## config.mk

```make
export PLATFORM = sky130hd
export DESIGN_NAME = linked_list_deque_manager
export DESIGN_NICKNAME = d
export VERILOG_FILES = /design/src/design/lldq_pkg.sv /design/src/design/lldq_core.sv /design/src/design/linked_list_deque_manager.sv
export SDC_FILE = /design/constraint.sdc
export NUM_CORES = 1
export LEC_CHECK = 0
export ABC_AREA = 1
export BUFFER_PORTS_ARGS = -buffer_cell sky130_fd_sc_hd__buf_4
export CORE_UTILIZATION = 25
export CTS_CLUSTER_DIAMETER = 60
export DETAILED_ROUTE_END_ITERATION = 7
export GPL_ROUTABILITY_DRIVEN = 1
export SETUP_SLACK_MARGIN = 0.5
export SYNTH_ARGS = -nofsm -noshare
export SYNTH_HDL_FRONTEND = slang
export SYNTH_SLANG_ARGS = --single-unit
```

## constraint.sdc

```tcl
create_clock -name clk_i -period 7.4 [get_ports clk_i]
set_clock_uncertainty 0.2 [all_clocks]
set_input_delay 1.48 -clock clk_i [delete_from_list [all_inputs] [get_ports clk_i]]
set_output_delay 1.48 -clock clk_i [all_outputs]
set_load 0.005 [all_outputs]
```

## src/design/lldq_pkg.sv

```systemverilog
`timescale 1ns / 1ps
// Shared types and codes for the linked-list deque manager.
// No dependencies; used by lldq_core and linked_list_deque_manager.
package lldq_pkg;

  // Field widths of the streaming items
  localparam int FUNC_W   = 3;
  localparam int VALUE_W  = 32;
  localparam int HANDLE_W = 4;
  localparam int STATUS_W = 2;
  localparam int COUNT_W  = 5;

  // Packed stream widths (tdata rounded up to whole bytes)
  localparam int S_TDATA_W = 40;
  localparam int M_TDATA_W = 48;

  // Request codes
  localparam logic [FUNC_W-1:0] FUNC_INS_HEAD = 3'd0;
  localparam logic [FUNC_W-1:0] FUNC_INS_TAIL = 3'd1;
  localparam logic [FUNC_W-1:0] FUNC_RM_HEAD  = 3'd2;
  localparam logic [FUNC_W-1:0] FUNC_RM_TAIL  = 3'd3;
  localparam logic [FUNC_W-1:0] FUNC_RM_HNDL  = 3'd4;

  // Status codes
  localparam logic [STATUS_W-1:0] ST_OK         = 2'd0;
  localparam logic [STATUS_W-1:0] ST_EMPTY      = 2'd1;
  localparam logic [STATUS_W-1:0] ST_FULL       = 2'd2;
  localparam logic [STATUS_W-1:0] ST_BAD_HANDLE = 2'd3;

  typedef struct packed {
    logic [FUNC_W-1:0]          func;
    logic signed [VALUE_W-1:0]  value;
    logic [HANDLE_W-1:0]        handle;
  } lldq_req_t;

  typedef struct packed {
    logic [STATUS_W-1:0]        status;
    logic signed [VALUE_W-1:0]  removed_value;
    logic [HANDLE_W-1:0]        new_handle;
    logic [COUNT_W-1:0]         count;
  } lldq_res_t;

endpackage

```

## src/design/lldq_core.sv

```systemverilog
`timescale 1ns / 1ps
// List state and single-pass update: link arrays, data store, in-use flags,
// free-slot stack, head/tail/count registers. Depends on lldq_pkg.
module lldq_core #(
  parameter int POOL_DEPTH = 16
) (
  input  logic                clk_i,
  input  logic                rst_ni,
  input  logic                req_valid_i,
  input  lldq_pkg::lldq_req_t req_i,
  output lldq_pkg::lldq_res_t res_o
);

  localparam int SW = (POOL_DEPTH > 1) ? $clog2(POOL_DEPTH) : 1;
  localparam int LW = $clog2(POOL_DEPTH + 1);
  localparam int HW = lldq_pkg::HANDLE_W;
  localparam int CW = lldq_pkg::COUNT_W;
  localparam logic [LW-1:0] SENT = LW'(POOL_DEPTH);

  // Link entries of the pool slots; the sentinel lives in head_q / tail_q
  logic [LW-1:0]                    next_q [POOL_DEPTH];
  logic [LW-1:0]                    prev_q [POOL_DEPTH];
  logic signed [lldq_pkg::VALUE_W-1:0] data_q [POOL_DEPTH];
  logic [POOL_DEPTH-1:0]            in_use_q;
  logic [SW-1:0]                    stack_q [POOL_DEPTH];
  logic [LW-1:0]                    free_top_q;
  logic [LW-1:0]                    count_q;
  logic [LW-1:0]                    head_q;
  logic [LW-1:0]                    tail_q;

  logic          is_ins, is_ins_head, is_rm_end, is_rm_hndl;
  logic          ins_ok, rem_ok, do_ins, do_rem;
  logic [SW-1:0] top_idx, alloc_idx;
  logic [LW-1:0] alloc_link;
  logic [LW-1:0] end_link;
  logic          handle_ok;
  logic [SW-1:0] hndl_idx, rem_idx;
  logic [LW-1:0] nb_prev, nb_next;
  logic [LW-1:0] count_d;
  logic [lldq_pkg::STATUS_W-1:0] status;

  // Decode and checks
  always_comb begin
    is_ins      = (req_i.func == lldq_pkg::FUNC_INS_HEAD) ||
                  (req_i.func == lldq_pkg::FUNC_INS_TAIL);
    is_ins_head = (req_i.func == lldq_pkg::FUNC_INS_HEAD);
    is_rm_end   = (req_i.func == lldq_pkg::FUNC_RM_HEAD) ||
                  (req_i.func == lldq_pkg::FUNC_RM_TAIL);
    is_rm_hndl  = (req_i.func == lldq_pkg::FUNC_RM_HNDL);

    top_idx    = SW'(free_top_q - 1'b1);
    alloc_idx  = stack_q[top_idx];
    alloc_link = LW'(alloc_idx);

    end_link  = (req_i.func == lldq_pkg::FUNC_RM_HEAD) ? head_q : tail_q;
    handle_ok = (32'(req_i.handle) < 32'(POOL_DEPTH));
    hndl_idx  = SW'(req_i.handle);
    rem_idx   = is_rm_hndl ? hndl_idx : SW'(end_link);
    nb_prev   = prev_q[rem_idx];
    nb_next   = next_q[rem_idx];

    ins_ok = is_ins && (free_top_q != '0);
    rem_ok = (is_rm_end && (count_q != '0) && (end_link < SENT)) ||
             (is_rm_hndl && (count_q != '0) && handle_ok && in_use_q[hndl_idx]);
    do_ins = req_valid_i && ins_ok;
    do_rem = req_valid_i && rem_ok;

    status = lldq_pkg::ST_OK;
    if (is_ins && !ins_ok) begin
      status = lldq_pkg::ST_FULL;
    end else if ((is_rm_end || is_rm_hndl) && (count_q == '0)) begin
      status = lldq_pkg::ST_EMPTY;
    end else if (is_rm_end && !rem_ok) begin
      status = lldq_pkg::ST_EMPTY;
    end else if (is_rm_hndl && !rem_ok) begin
      status = lldq_pkg::ST_BAD_HANDLE;
    end

    count_d = count_q;
    if (ins_ok) begin
      count_d = count_q + 1'b1;
    end else if (rem_ok && (count_q != '0)) begin
      count_d = count_q - 1'b1;
    end

    res_o.status        = status;
    res_o.removed_value = rem_ok ? data_q[rem_idx] : '0;
    res_o.new_handle    = ins_ok ? HW'(alloc_idx) : '0;
    res_o.count         = CW'(count_d);
  end

  // Link and data stores, no reset: only read for slots in use
  always_ff @(posedge clk_i) begin
    if (do_ins) begin
      data_q[alloc_idx] <= req_i.value;
      next_q[alloc_idx] <= is_ins_head ? head_q : SENT;
      prev_q[alloc_idx] <= is_ins_head ? SENT : tail_q;
      if (is_ins_head && (head_q != SENT)) begin
        prev_q[SW'(head_q)] <= alloc_link;
      end
      if (!is_ins_head && (tail_q != SENT)) begin
        next_q[SW'(tail_q)] <= alloc_link;
      end
    end else if (do_rem) begin
      if (nb_prev != SENT) begin
        next_q[SW'(nb_prev)] <= nb_next;
      end
      if (nb_next != SENT) begin
        prev_q[SW'(nb_next)] <= nb_prev;
      end
    end
  end

  // Sentinel links, flags, free stack and counters
  always_ff @(posedge clk_i or negedge rst_ni) begin
    if (!rst_ni) begin
      head_q     <= SENT;
      tail_q     <= SENT;
      count_q    <= '0;
      free_top_q <= LW'(POOL_DEPTH);
      in_use_q   <= '0;
      for (int i = 0; i < POOL_DEPTH; i++) begin
        stack_q[i] <= SW'(POOL_DEPTH - 1 - i);
      end
    end else if (do_ins) begin
      in_use_q[alloc_idx] <= 1'b1;
      free_top_q          <= free_top_q - 1'b1;
      count_q             <= count_d;
      if (is_ins_head) begin
        head_q <= alloc_link;
        if (tail_q == SENT) tail_q <= alloc_link;
      end else begin
        tail_q <= alloc_link;
        if (head_q == SENT) head_q <= alloc_link;
      end
    end else if (do_rem) begin
      in_use_q[rem_idx] <= 1'b0;
      count_q           <= count_d;
      if (nb_prev == SENT) head_q <= nb_next;
      if (nb_next == SENT) tail_q <= nb_prev;
      if (free_top_q < LW'(POOL_DEPTH)) begin
        stack_q[SW'(free_top_q)] <= rem_idx;
        free_top_q               <= free_top_q + 1'b1;
      end
    end
  end

  // Every slot is either on the list or on the free stack
  a_pool_conserved: assert property (@(posedge clk_i) disable iff (!rst_ni)
    (32'(count_q) + 32'(free_top_q)) == 32'(POOL_DEPTH))
    else $error("slot count and free stack disagree");

  a_empty_head: assert property (@(posedge clk_i) disable iff (!rst_ni)
    (count_q == '0) == (head_q == SENT))
    else $error("head link inconsistent with count");

  a_empty_tail: assert property (@(posedge clk_i) disable iff (!rst_ni)
    (count_q == '0) == (tail_q == SENT))
    else $error("tail link inconsistent with count");

  a_ins_count: assert property (@(posedge clk_i) disable iff (!rst_ni)
    do_ins |=> (count_q == LW'($past(count_q) + 1'b1)))
    else $error("insert did not bump count");

  a_rem_frees: assert property (@(posedge clk_i) disable iff (!rst_ni)
    do_rem |=> !in_use_q[$past(rem_idx)])
    else $error("removed slot still marked in use");

  // The sentinel never appears as a stored slot number
  a_alloc_range: assert property (@(posedge clk_i) disable iff (!rst_ni)
    do_ins |-> (alloc_link < SENT))
    else $error("allocated slot out of pool");

endmodule

```

## src/design/linked_list_deque_manager.sv

```systemverilog
`timescale 1ns / 1ps
// Top level of the linked-list deque manager: stream ports, request register
// and result register around lldq_core. Depends on lldq_pkg and lldq_core.
//
// Usage: each request item on the s_axis channel names an operation in tuser
// (insert at head, insert at tail, remove head, remove tail, remove by handle)
// with the data word and handle in tdata. Every request yields exactly one
// result item on m_axis: status in tuser, removed word, allocated handle and
// the element count after the request in tdata.
// Timing: a request taken into the request register is processed as it moves
// into the result register, and its result is valid from then on.
// Throughput: one item per cycle while m_axis_tready_i is high; the whole list
// update is a single pass of logic between the request register and the result
// register, so the rate is set by that one register-to-register path.
// Reset: the list is empty, all POOL_DEPTH slots are free and slot 0 is
// handed out first. No clearing pass is needed; both channels go idle.
// Stall: when m_axis_tready_i is low the result holds; one further request
// waits in the request register, after which s_axis_tready_o drops.
module linked_list_deque_manager #(
  parameter int POOL_DEPTH = 16
) (
  input  logic                            clk_i,
  input  logic                            rst_ni,
  input  logic                            s_axis_tvalid_i,
  output logic                            s_axis_tready_o,
  // [31:0] value, [35:32] handle, [39:36] zero
  input  logic [lldq_pkg::S_TDATA_W-1:0]  s_axis_tdata_i,
  // [2:0] func
  input  logic [lldq_pkg::FUNC_W-1:0]     s_axis_tuser_i,
  output logic                            m_axis_tvalid_o,
  input  logic                            m_axis_tready_i,
  // [31:0] removed_value, [35:32] new_handle, [40:36] count, [47:41] zero
  output logic [lldq_pkg::M_TDATA_W-1:0]  m_axis_tdata_o,
  // [1:0] status
  output logic [lldq_pkg::STATUS_W-1:0]   m_axis_tuser_o
);

  localparam int VW = lldq_pkg::VALUE_W;
  localparam int HW = lldq_pkg::HANDLE_W;
  localparam int CW = lldq_pkg::COUNT_W;

  logic                in_valid_q;
  lldq_pkg::lldq_req_t req_q;
  logic                out_valid_q;
  lldq_pkg::lldq_res_t res_q;
  lldq_pkg::lldq_res_t res_d;
  logic                s_take;
  logic                advance;

  // Handshake: the request register drains into the result register
  assign advance         = in_valid_q && (!out_valid_q || m_axis_tready_i);
  assign s_axis_tready_o = !in_valid_q || advance;
  assign s_take          = s_axis_tvalid_i && s_axis_tready_o;

  lldq_core #(
    .POOL_DEPTH (POOL_DEPTH)
  ) u_core (
    .clk_i       (clk_i),
    .rst_ni      (rst_ni),
    .req_valid_i (advance),
    .req_i       (req_q),
    .res_o       (res_d)
  );

  // Valid flags
  always_ff @(posedge clk_i or negedge rst_ni) begin
    if (!rst_ni) begin
      in_valid_q  <= 1'b0;
      out_valid_q <= 1'b0;
    end else begin
      if (s_take) begin
        in_valid_q <= 1'b1;
      end else if (advance) begin
        in_valid_q <= 1'b0;
      end
      if (advance) begin
        out_valid_q <= 1'b1;
      end else if (m_axis_tready_i) begin
        out_valid_q <= 1'b0;
      end
    end
  end

  // Payload registers
  always_ff @(posedge clk_i) begin
    if (s_take) begin
      req_q.func   <= s_axis_tuser_i;
      req_q.value  <= s_axis_tdata_i[VW-1:0];
      req_q.handle <= s_axis_tdata_i[VW+HW-1:VW];
    end
    if (advance) begin
      res_q <= res_d;
    end
  end

  assign m_axis_tvalid_o = out_valid_q;
  assign m_axis_tuser_o  = res_q.status;
  assign m_axis_tdata_o  = {{(lldq_pkg::M_TDATA_W - VW - HW - CW){1'b0}},
                            res_q.count, res_q.new_handle, res_q.removed_value};

endmodule
```

Word level (Yosys, flattened, before mapping)
Memory sizes are Yosys's and may differ from the RTL's. A register that Yosys moved wholly into a read port is not among the register bits.
Cells that the tools add are included.
{"block": "classes", "reduce_logical": 47, "add_sub_neg": 4, "bitwise": 6, "n_mux": 64, "n_lt_le_gt_ge": 10, "eq_ne": 14}
{"op": "5-bit 2-to-1 mux", "count": 22}
{"op": "64-bit bitwise mux", "count": 1}
{"op": "16-bit 2-to-1 mux", "count": 2}
{"op": "1-bit 2-to-1 mux", "count": 25}
{"op": "4-bit 2-to-1 mux", "count": 6}
{"op": "5-bit == test, second input constant", "count": 4}
{"op": "5-bit != test, second input constant", "count": 4}
{"op": "1-bit logical AND", "count": 19}
{"op": "16-bit AND", "count": 1}
{"op": "4-bit binary-select mux with 4-bit select", "count": 1}
{"op": "4-bit demux with 4-bit select", "count": 1}
{"op": "16-bit inverter", "count": 1}
{"op": "16-bit OR", "count": 1}
{"op": "4-bit by 5-bit < comparator with 1-bit output, second input constant", "count": 3}
{"op": "2-bit nonzero test", "count": 6}
{"op": "5-bit by 1-bit adder with 5-bit output, second input constant", "count": 2}
{"op": "5-bit greater-or-equal comparator, second input constant", "count": 2}
{"op": "5-bit < comparator, second input constant", "count": 2}
{"op": "4-bit inverter with 5-bit output", "count": 2}
{"op": "5-bit nonzero test", "count": 2}
{"op": "5-bit OR reduction", "count": 2}
{"op": "5-bit by 1-bit subtractor with 5-bit output, second input constant", "count": 2}
{"op": "3-bit AND reduction", "count": 3}
{"op": "1-bit demux with 4-bit select", "count": 2}
{"op": "other kinds (15)", "count": 29}
{"block": "totals", "input_bits": 47, "memories": 3, "reg_bits": 152, "out_inout_bits": 52, "elab_cells": 177, "mem_bits_rw": 672}
{"name": "u_core.data_q", "depth": 16, "word_bits": 32, "rd": 1, "rd_clocked_by_memory_dff": 1, "wr": 1, "line": "lldq_core.sv:23", "source": "logic signed [lldq_pkg::VALUE_W-1:0] data_q [POOL_DEPTH];"}
{"name": "u_core.next_q", "depth": 16, "word_bits": 5, "rd": 1, "rd_clocked_by_memory_dff": 0, "wr": 2, "line": "lldq_core.sv:21", "source": "logic [LW-1:0] next_q [POOL_DEPTH];"}
{"name": "u_core.prev_q", "depth": 16, "word_bits": 5, "rd": 1, "rd_clocked_by_memory_dff": 0, "wr": 2, "line": "lldq_core.sv:22", "source": "logic [LW-1:0] prev_q [POOL_DEPTH];"}

Logic depth before layout (Yosys ltp)
Gate-level depths: netlist (run 1).
{"block": "depth", "ltp_word": 11, "ltp_mapped": 24, "mapped_depth_nobuf": 23}

Modules after synthesis
Synthesis (run 1) repeated with hierarchy kept, for this count alone.
{"block": "unflattened", "cells_unflattened": 2997, "area_unflattened_um2": 35731.8}
{"mod": "lldq_core", "cells_per_inst": 2895, "area_each_um2": 33118.0, "instances": 1, "seq_area_each_um2": 22405.2}
{"mod": "linked_list_deque_manager", "cells_per_inst": 102, "area_each_um2": 2613.8, "instances": 1, "seq_area_each_um2": 2512.4}

Worst setup path before layout (run 1)
No wires, ideal clock.
{"block": "synth_timing", "kind": "register to register", "startpoint": "register u_core.free_top_q[0]", "endpoint": "memory u_core.data_q[10][0] (netlist name) (enable)", "setup_slack_ps": 2646, "path_buffers": 4, "stages_incl_launch_ff": 16, "setup_ps": 421, "required_time_ps": 6779, "t_arrival_ps": 4133, "cell_sequence": "dfrtp_1 clkbuf_1 clkinv_1 clkbuf_1 ha_1 inv_1 buf_1 o21ai_0 o221ai_1 o211ai_1 nand2_1 inv_1 clkbuf_1 nor2_1 nand2_1 nor2_1"}
{"block": "synth_between", "elab_chain_cells": 5, "word_cells_on_any_way": 10, "classes_between": "add/sub: 1; mux: 5; bitwise: 1; reduce/logical: 3"}
{"element": "start: declaration", "line": "lldq_core.sv:26", "source": "logic [LW-1:0] free_top_q;"}
{"element": "start signal: assignment", "line": "lldq_core.sv:120", "source": "free_top_q <= LW'(POOL_DEPTH);"}
{"element": "start signal: assignment", "line": "lldq_core.sv:127", "source": "free_top_q <= free_top_q - 1'b1;"}
{"element": "start signal: assignment", "line": "lldq_core.sv:143", "source": "free_top_q <= free_top_q + 1'b1;"}
{"element": "5-bit by 1-bit subtractor with 5-bit output", "line": "lldq_core.sv:51", "source": "top_idx = SW'(free_top_q - 1'b1);"}
{"element": "net u_core.top_idx[0]", "line": "lldq_core.sv:33", "source": "logic [SW-1:0] top_idx, alloc_idx;"}
{"element": "4-bit inverter with 5-bit output (not written as such)", "line": "lldq_core.sv:52", "source": "alloc_idx = stack_q[top_idx];"}
{"element": "4-bit binary-select mux with 4-bit select", "line": "lldq_core.sv:52"}
{"element": "4-bit 2-to-1 mux (not written as such) (2 in a row)", "line": "lldq_core.sv:52"}
{"element": "end: declaration", "line": "lldq_core.sv:23"}
The timed path passes the listed nets, and every way through them passes these cells. The select of a mux whose other input is x is not followed.

==> metrics, run 1 <==
vias per cell=roughly 4.8; vias in the first global route=~24000; Num CTS Buffers=between 80 and 90; combinational power share=between 30% and 40%; Ys Warns=0; Sw Ratio=about 40%; # Max-Cap Violations=0; Most used DFF post-synth=edfxtp_1; DR vias=24643; Hold WS=~0.28 ns; # Post-CTS Setup Buffers=0; Worst Reg-to-Reg Cells=15; Max Fclk=~170 MHz; Gate Count Post-Synth=3086; nets=between 3000 and 4000; CTS max path bufs=3; global-route wire length before repair=roughly 150 mm; DIE HEIGHT=382 µm; H-Tree Depth=3; Final HPWL DP=around 60 mm; Startpoint Class=flop; Seq/Total Area, Yosys=between 60% and 70%; Synth top area share=between 60 and 70%; crit-path max FO=36; PD cells=about 400 nW/µm²; RSZ-0062 raised after global routing=false; Sw Pwr=6.72 mW; port bufs=87; Horiz. Die Dim=around 380 µm; Worst-path clk slew=~0.06 ns; status=completed; Hold EP=u_core.stack_q[10]; Total Neg Setup Slack=0 ns; crit path time final=around 5.9 ns; WP data required=approximately 7.5 ns; internal power=a little under 10 mW; Critical Path End Type=flop; Tightest Hold Check Type=flop to flop; Die Area=roughly 150000 µm²; Clk Tree Root Cell=clkbuf_16; Post-synth EDFFs=722; Synth top cells by count=edfxtp_1 (722), nand2_1 (703), a22oi_1 (257), nor2_1 (217), o21ai_0 (196); reg2reg start=u_core.free_top_q[0]; Final Cycle Share=79.5%; initial antenna violation count=1; Worst Path Arrival=~6.0 ns; Netlist cell types=49; synthesized area=about 36000 µm²; Max IR drop VDD=0.268 mV; drt drc=0; antenna viol nets, final=0; hold path start=u_core.stack_q[10]; P_leak=14.9 nW; n_diodes=0; Worst-Skew Late Latency=~0.68 ns; Syn Area/Cell=between 10 and 15 µm²; Reg2Reg Capture Point=u_core.next_q[14][2]; setup slack, reg-to-reg=1.52 ns; CORE AREA=roughly 140000 µm²; CTS sink cnt=856; Final Hold Vio Count=0; area grow syn2layout=16.4%; Clk pwr share=26.8%; DR iter-0 viols=~2500; Core Rows=about 140; Crit Path Class=flop to flop; ratio of cells with drive above 1 in the final layout=12.9%; hold_buf cts=0; Slew HR=19.4%; worst-margin pin slew=around 1.2 ns; CTS resizes=0; final WL=approximately 100 mm; Initial DRT Pass Iterations=5; wire length per cell=19.6 µm; endpoints failing setup=0; ys async rst share=about an eighth; Area contributors post-synth=edfxtp_1 (60%), nand2_1 (7.3%), a22oi_1 (5.3%); leading area contributor after synthesis=edfxtp_1; pin count of the biggest net entering global routing=130; IO Pins=between 90 and 100; Initial Utilization=between 20% and 30%; top-count cell post-synth=edfxtp_1; sequential power share=between 30% and 40%; routability cong.=between 0.8 and 0.9; CTS tree=yes; global route total overflow=0; final core occ=29.3%; worst hold stages=2; synthesized flop and latch total=approximately 860; max-slew violations=0; gr usage total=13.4%
## layer usage
| metal | vias up | share of wire (%) | global-route usage (%) |
|---|---|---|---|
| li1 | 11351 | - | - |
| met1 | 12136 | 44 | 18.2 |
| met4 | 0 | 2.4 | 3.86 |
| met3 | 173 | 7.7 | 2.69 |
| met5 | - | 0 | 0 |
| met2 | 983 | 46 | 21.4 |
## placed cells by master, fill, tap and decap left out, types with 10 or more instances in the layout
| cell type | instances |
|---|---|
| clkinv_1 | 24 |
| a21oi_1 | 100 |
| o21bai_1 | 18 |
| nand2_1 | 701 |
| edfxtp_1 | 722 |
| o22ai_1 | 112 |
| dfrtp_1 | 67 |
| buf_12 | 10 |
| buf_4 | 142 |
| a21boi_0 | 32 |
| o21ai_0 | 196 |
| nand3_1 | 110 |
| clkbuf_16 | 88 |
| nor2_4 | 23 |
| inv_1 | 136 |
| o41a_1 | 16 |
| dfxtp_1 | 32 |
| dfstp_2 | 35 |
| a22oi_1 | 257 |
| inv_2 | 21 |
| nor2_1 | 197 |
| nand2_2 | 29 |
| clkinv_2 | 15 |
| nor4_1 | 16 |
| clkbuf_1 | 11 |
| nor2_2 | 13 |
## critical path, cell delays in order, from the launching register on
cell      delay (ns)
dfrtp_1         1.09
clkinv_1        0.25
ha_1            0.69
inv_1           0.42
o21ai_0         0.18
o22ai_1         0.10
o211ai_1        0.24
nand2_1         0.29
inv_1           0.59
buf_4           0.45
nand2_1         0.09
nand2_1         0.15
nand3_1         0.19
inv_1           0.23
nand2_1         0.17
nand2_1         0.19
## state kept, by name, indices dropped and copies added, names as in the netlist, 2 cells and up
register	cells
u_core.prev_q	80
u_core.tail_q	5
u_core.head_q	5
u_core.count_q	5
u_core.free_top_q	5
u_core.in_use_q	16
u_core.data_q	512
u_core.next_q	80
m_axis_tuser_o	2
m_axis_tdata_o	41
req_q	39
u_core.stack_q	64
## cell type report
type,count,area [µm²]
inverter,161,607
tap,1903,2380
multi-input combinational,1909,10000
clock buffer,99,2240
clock inverter,59,623
timing repair buffer,152,1270
fill,14620,101000
sequential,856,24900
## through the flow
stage               cells  total power [mW]  setup WS, ns  cell area (µm²)
floorplan            3092              9.94          2.65            36100
global placement     4981              12.1          1.64            39200
detailed placement   4981              12.2          1.59            39200
CTS                  5139              16.6          1.57            42000
global route         5139              17.4          1.07            42000
finish               5139              16.6          1.52            42000
## cell families (layout without fill, tap and decap cells)
| logic type | after synthesis | count (layout) | share of synthesized area, % |
|---|---|---|---|
| XOR/XNOR | 11 | 11 | 0.267 |
| other | 1 | 7 | 0.0104 |
| AO/OA/AOI/OAI | 767 | 767 | 13.9 |
| adder cells (fa/ha/maj) | 8 | 8 | 0.277 |
| AND/OR/NAND/NOR | 1116 | 1116 | 12.8 |
| flip-flops | 856 | 856 | 69.0 |
| buffers and inverters | 327 | 471 | 3.80 |
## power by group through the flow
stage	clock [mW]	combinational [mW]	sequential, mW
4_1_cts	4.51	5.85	6.23
5_1_grt	4.68	6.39	6.30
3_3_place_gp	0	5.80	6.31
3_5_place_dp	0	5.83	6.33
6_report	4.43	5.90	6.23
2_1_floorplan	0	3.74	6.20
## how the worst max path moves through the flow
stage | from | end | slack (ns)
floorplan | u_core.free_top_q[0] | u_core.data_q[10][0] | 2.65
global placement | u_core.free_top_q[0] | u_core.next_q[12][1] | 1.64
detailed placement | u_core.free_top_q[0] | u_core.next_q[12][3] | 1.59
CTS | u_core.free_top_q[0] | u_core.next_q[12][0] | 1.57
global route | u_core.free_top_q[0] | u_core.next_q[12][0] | 1.07
finish | u_core.free_top_q[0] | u_core.next_q[14][2] | 1.52
(Power assumes the default switching activity.)
==> inputs of run 2 (changes only) <==
--- a/config.mk
+++ b/config.mk
@@ -5,7 +5,7 @@
 export SDC_FILE = /design/constraint.sdc
 export NUM_CORES = 1
 export LEC_CHECK = 0
-export ABC_AREA = 1
+export ABC_AREA = 0
 export BUFFER_PORTS_ARGS = -buffer_cell sky130_fd_sc_hd__buf_4
 export CORE_UTILIZATION = 25
 export CTS_CLUSTER_DIAMETER = 60
==> constraint.sdc (replaced) <==
create_clock -name clk_i -period 4.75 [get_ports clk_i]
set_clock_uncertainty 0.2 [all_clocks]
set_input_delay 0.95 -clock clk_i [delete_from_list [all_inputs] [get_ports clk_i]]
set_output_delay 0.95 -clock clk_i [all_outputs]
set_load 0.005 [all_outputs]
==> run 2 against run 1 <==
Net effect:
- count of clock-buffer cells in the layout grew 7
- global-route usage grew 0.75 points
- fmax increased by 38%
- final cell count fell by 0.45%
- synthesized area rose by 1.2%
- largest cell class unchanged
- clock power rose by 63%
- highest routed layer is now met5
- critical path type unchanged
- non-clock buffer count is 107 higher
==> metrics, run 2 <==
status=completed; synthesized area=36600 µm² (+1.2%); Slew HR=19.1% (-0.37 points); Max IR drop VDD=0.506 mV (+89%); max-slew violations=0 (unchanged); Core Rows=139 (unchanged); antenna viol nets, final=0 (unchanged); met2 Use GR=21.6% (+0.18 points); pin count of the biggest net entering global routing=159 (+22%); ys async rst share=11.9% (unchanged); final core occ=30.2% (+0.94 points); met1 Use GR=19.9% (+1.7 points); synthesized flop and latch total=856 (unchanged); Synth top cells by count=nand2_1 (744), edfxtp_1 (722), nand3_1 (320), o22ai_1 (128), clkbuf_1 (116); Final HPWL DP=60.5 mm (+2.7%); max reg flops=512 (unchanged); drt drc=0 (unchanged); Worst Path Arrival=4.48 ns (-1.54 ns); Worst-path clk slew=0.06 ns (about the same); Bufs and invs on worst path=3 (-2); Ys Warns=0 (unchanged); Gate Count Post-Synth=2994 (-3.0%); Post-synth EDFFs=722 (unchanged); Critical Path Most Common Cell=mux2i_1; CTS max path bufs=3 (unchanged); hold_buf cts=0 (unchanged); routability cong.=0.921 (+4.4%); global-route wire length before repair=158 mm (+6.5%); PD cells=576 nW/µm² (+46%); CTS tree=yes; GRT Max-Usage Layer=met2; Num CTS Buffers=87 (+2.4%); wire length per cell=20.7 µm (+5.7%); crit-path cells=buf_4, and2_1, o21ai_2, nand2_8, buf_4, mux2i_1, mux2i_1, mux2i_1, mux2i_1, nand2_1, a31oi_2, buf_4, nand2_1; H-Tree Depth=3 (unchanged); commonest non-fill, non-tap cell in the layout=nand2_1; CTS sink cnt=856 (unchanged); Initial DRT Pass Iterations=5 (unchanged); nets=3194 (-0.81%); Clk Tree Root Cell=clkbuf_16; # Max-Cap Violations=0 (unchanged); gr usage total=14.1% (+0.75 points); CORE AREA=144000 µm² (+0.61%); P_leak=15.7 nW (+4.9%); endpoints failing setup=0 (unchanged); vias in the first global route=24138 (+1.7%); Synth top area share=59.3% (-0.72 points); Crit Path Class=flop to flop; Slowest-stage cell, CP=edfxtp_1; Worst-Skew Late Latency=0.70 ns (+0.02 ns); Netlist cell types=80 (+63%); vias per cell=4.95 (+3.3%); DIE HEIGHT=384 µm (+0.60%); commonest non-fill, non-tap cells in the layout=nand2_1 (743), edfxtp_1 (722), nand3_1 (319), buf_4 (235), o22ai_1 (128); Area contributors post-synth=edfxtp_1 (59%), nand2_1 (7.6%), dfrtp_1 (4.6%); Final Hold Vio Count=0 (unchanged); DR iter-0 viols=3003 (+22%); leading area contributor after synthesis=edfxtp_1; Seq/Total Area, Yosys=68.2% (-0.83 points); Regs by FF count=u_core.data_q x512, u_core.next_q x80, u_core.prev_q x80; final WL=106 mm (+5.3%); Final Cycle Share=89.9% (+10 points); port bufs=87 (unchanged); worst-margin pin slew=1.21 ns (+0.00399 ns); n_diodes=0 (unchanged); IO Pins=99 (unchanged); CP delay by family, top=multiplexers; DR vias=25349 (+2.9%); area grow syn2layout=19.5%; global route total overflow=0 (unchanged); Max Fclk=234 MHz (+38%); Syn Area/Cell=12.2 µm² (+4.3%); Total Neg Setup Slack=0 ns (unchanged); ratio of cells with drive above 1 in the final layout=17.3% (+4.3 points); WP data required=4.96 ns (-2.58 ns); Critical Path End Type=flop; Horiz. Die Dim=384 µm (+0.60%); crit path time final=4.27 ns (-1.61 ns); RSZ-0062 raised after global routing=false; M3 GR Usage=2.88% (+0.18 points); Hold WS=0.224 ns (-0.0545 ns); crit-path max FO=29 (-19%); CP peak stage delay=0.52 ns (-0.57 ns); Most used DFF post-synth=edfxtp_1; top-count cell post-synth=nand2_1; Largest Register=u_core.data_q; Die Area=148000 µm² (+1.2%); Initial Utilization=25.3% (+0.15 points); Tightest Hold Check Type=input pin to flop; Startpoint Class=flop; initial antenna violation count=4 (+3)
## run 2: cells by family after synthesis
family,synth area share (%)
simple gates,15.9
fa+ha+maj,0.274
xor+xnor,0.264
compound gates,8.32
other cells,0.0103
mux,4.33
buf+inv,2.73
flops,68.2
## run 2: final cells by class
| type | count | area (µm²) |
|---|---|---|
| Fill cell | 14498 | 101000 |
| Sequential cell | 856 | 24900 |
| Multi-Input combinational cell | 1921 | 11100 |
| Tap cell | 1903 | 2380 |
| Clock buffer | 106 | 2280 |
| Timing Repair Buffer | 259 | 2220 |
| Clock inverter | 57 | 728 |
| Inverter | 14 | 71.3 |
## run 2: final timing paths
kind	start	endpoint	slack [ns]	depth (start not counted)
max	req_q[37]	u_core.next_q[12][2]	0.48	13
min	s_axis_tdata_i[22]	req_q[26]	0.22	1
max reg2reg	req_q[37]	u_core.next_q[12][2]	0.48	13
min reg2reg	u_core.stack_q[31]	u_core.stack_q[31]	0.28	2
max in group asynchronous	rst_ni	u_core.count_q[0]	3.11	2
min in group asynchronous	rst_ni	u_core.stack_q[15]	0.27	1
## run 2: report_power, final
part           internal (mW)  leakage [nW]  switching [mW]
Combinational           2.77          5.95            5.79
Clock                   4.13          1.45            3.07
Sequential              8.96          8.26           0.442
## run 2: through the flow
step | std cells | power, mW | cell area [µm²] | worst slack, ns
after floorplan | 3000 | 14.6 | 36700 | 0.449
after global placement | 4922 | 17.7 | 40200 | 0.276
after detailed placement | 4922 | 17.8 | 40200 | 0.165
after CTS | 5105 | 25.1 | 43500 | 0.507
after global routing | 5116 | 26.2 | 43700 | 0.440
final | 5116 | 25.2 | 43700 | 0.481
## run 2: repair_timing
action                     CTS  global route
gates cloned                 1             0
resized for setup           16            19
setup endpoints to repair  269           313
buffers inserted            19            11
pin swaps                    4             2
## run 2: per-layer routing
| layer | wire length [µm] | part of all wire [%] |
|---|---|---|
| met5 | 30 | 0.028 |
| met4 | 3210 | 3.0 |
| met3 | 8920 | 8.4 |
| met2 | 47100 | 44 |
| met1 | 46800 | 44 |
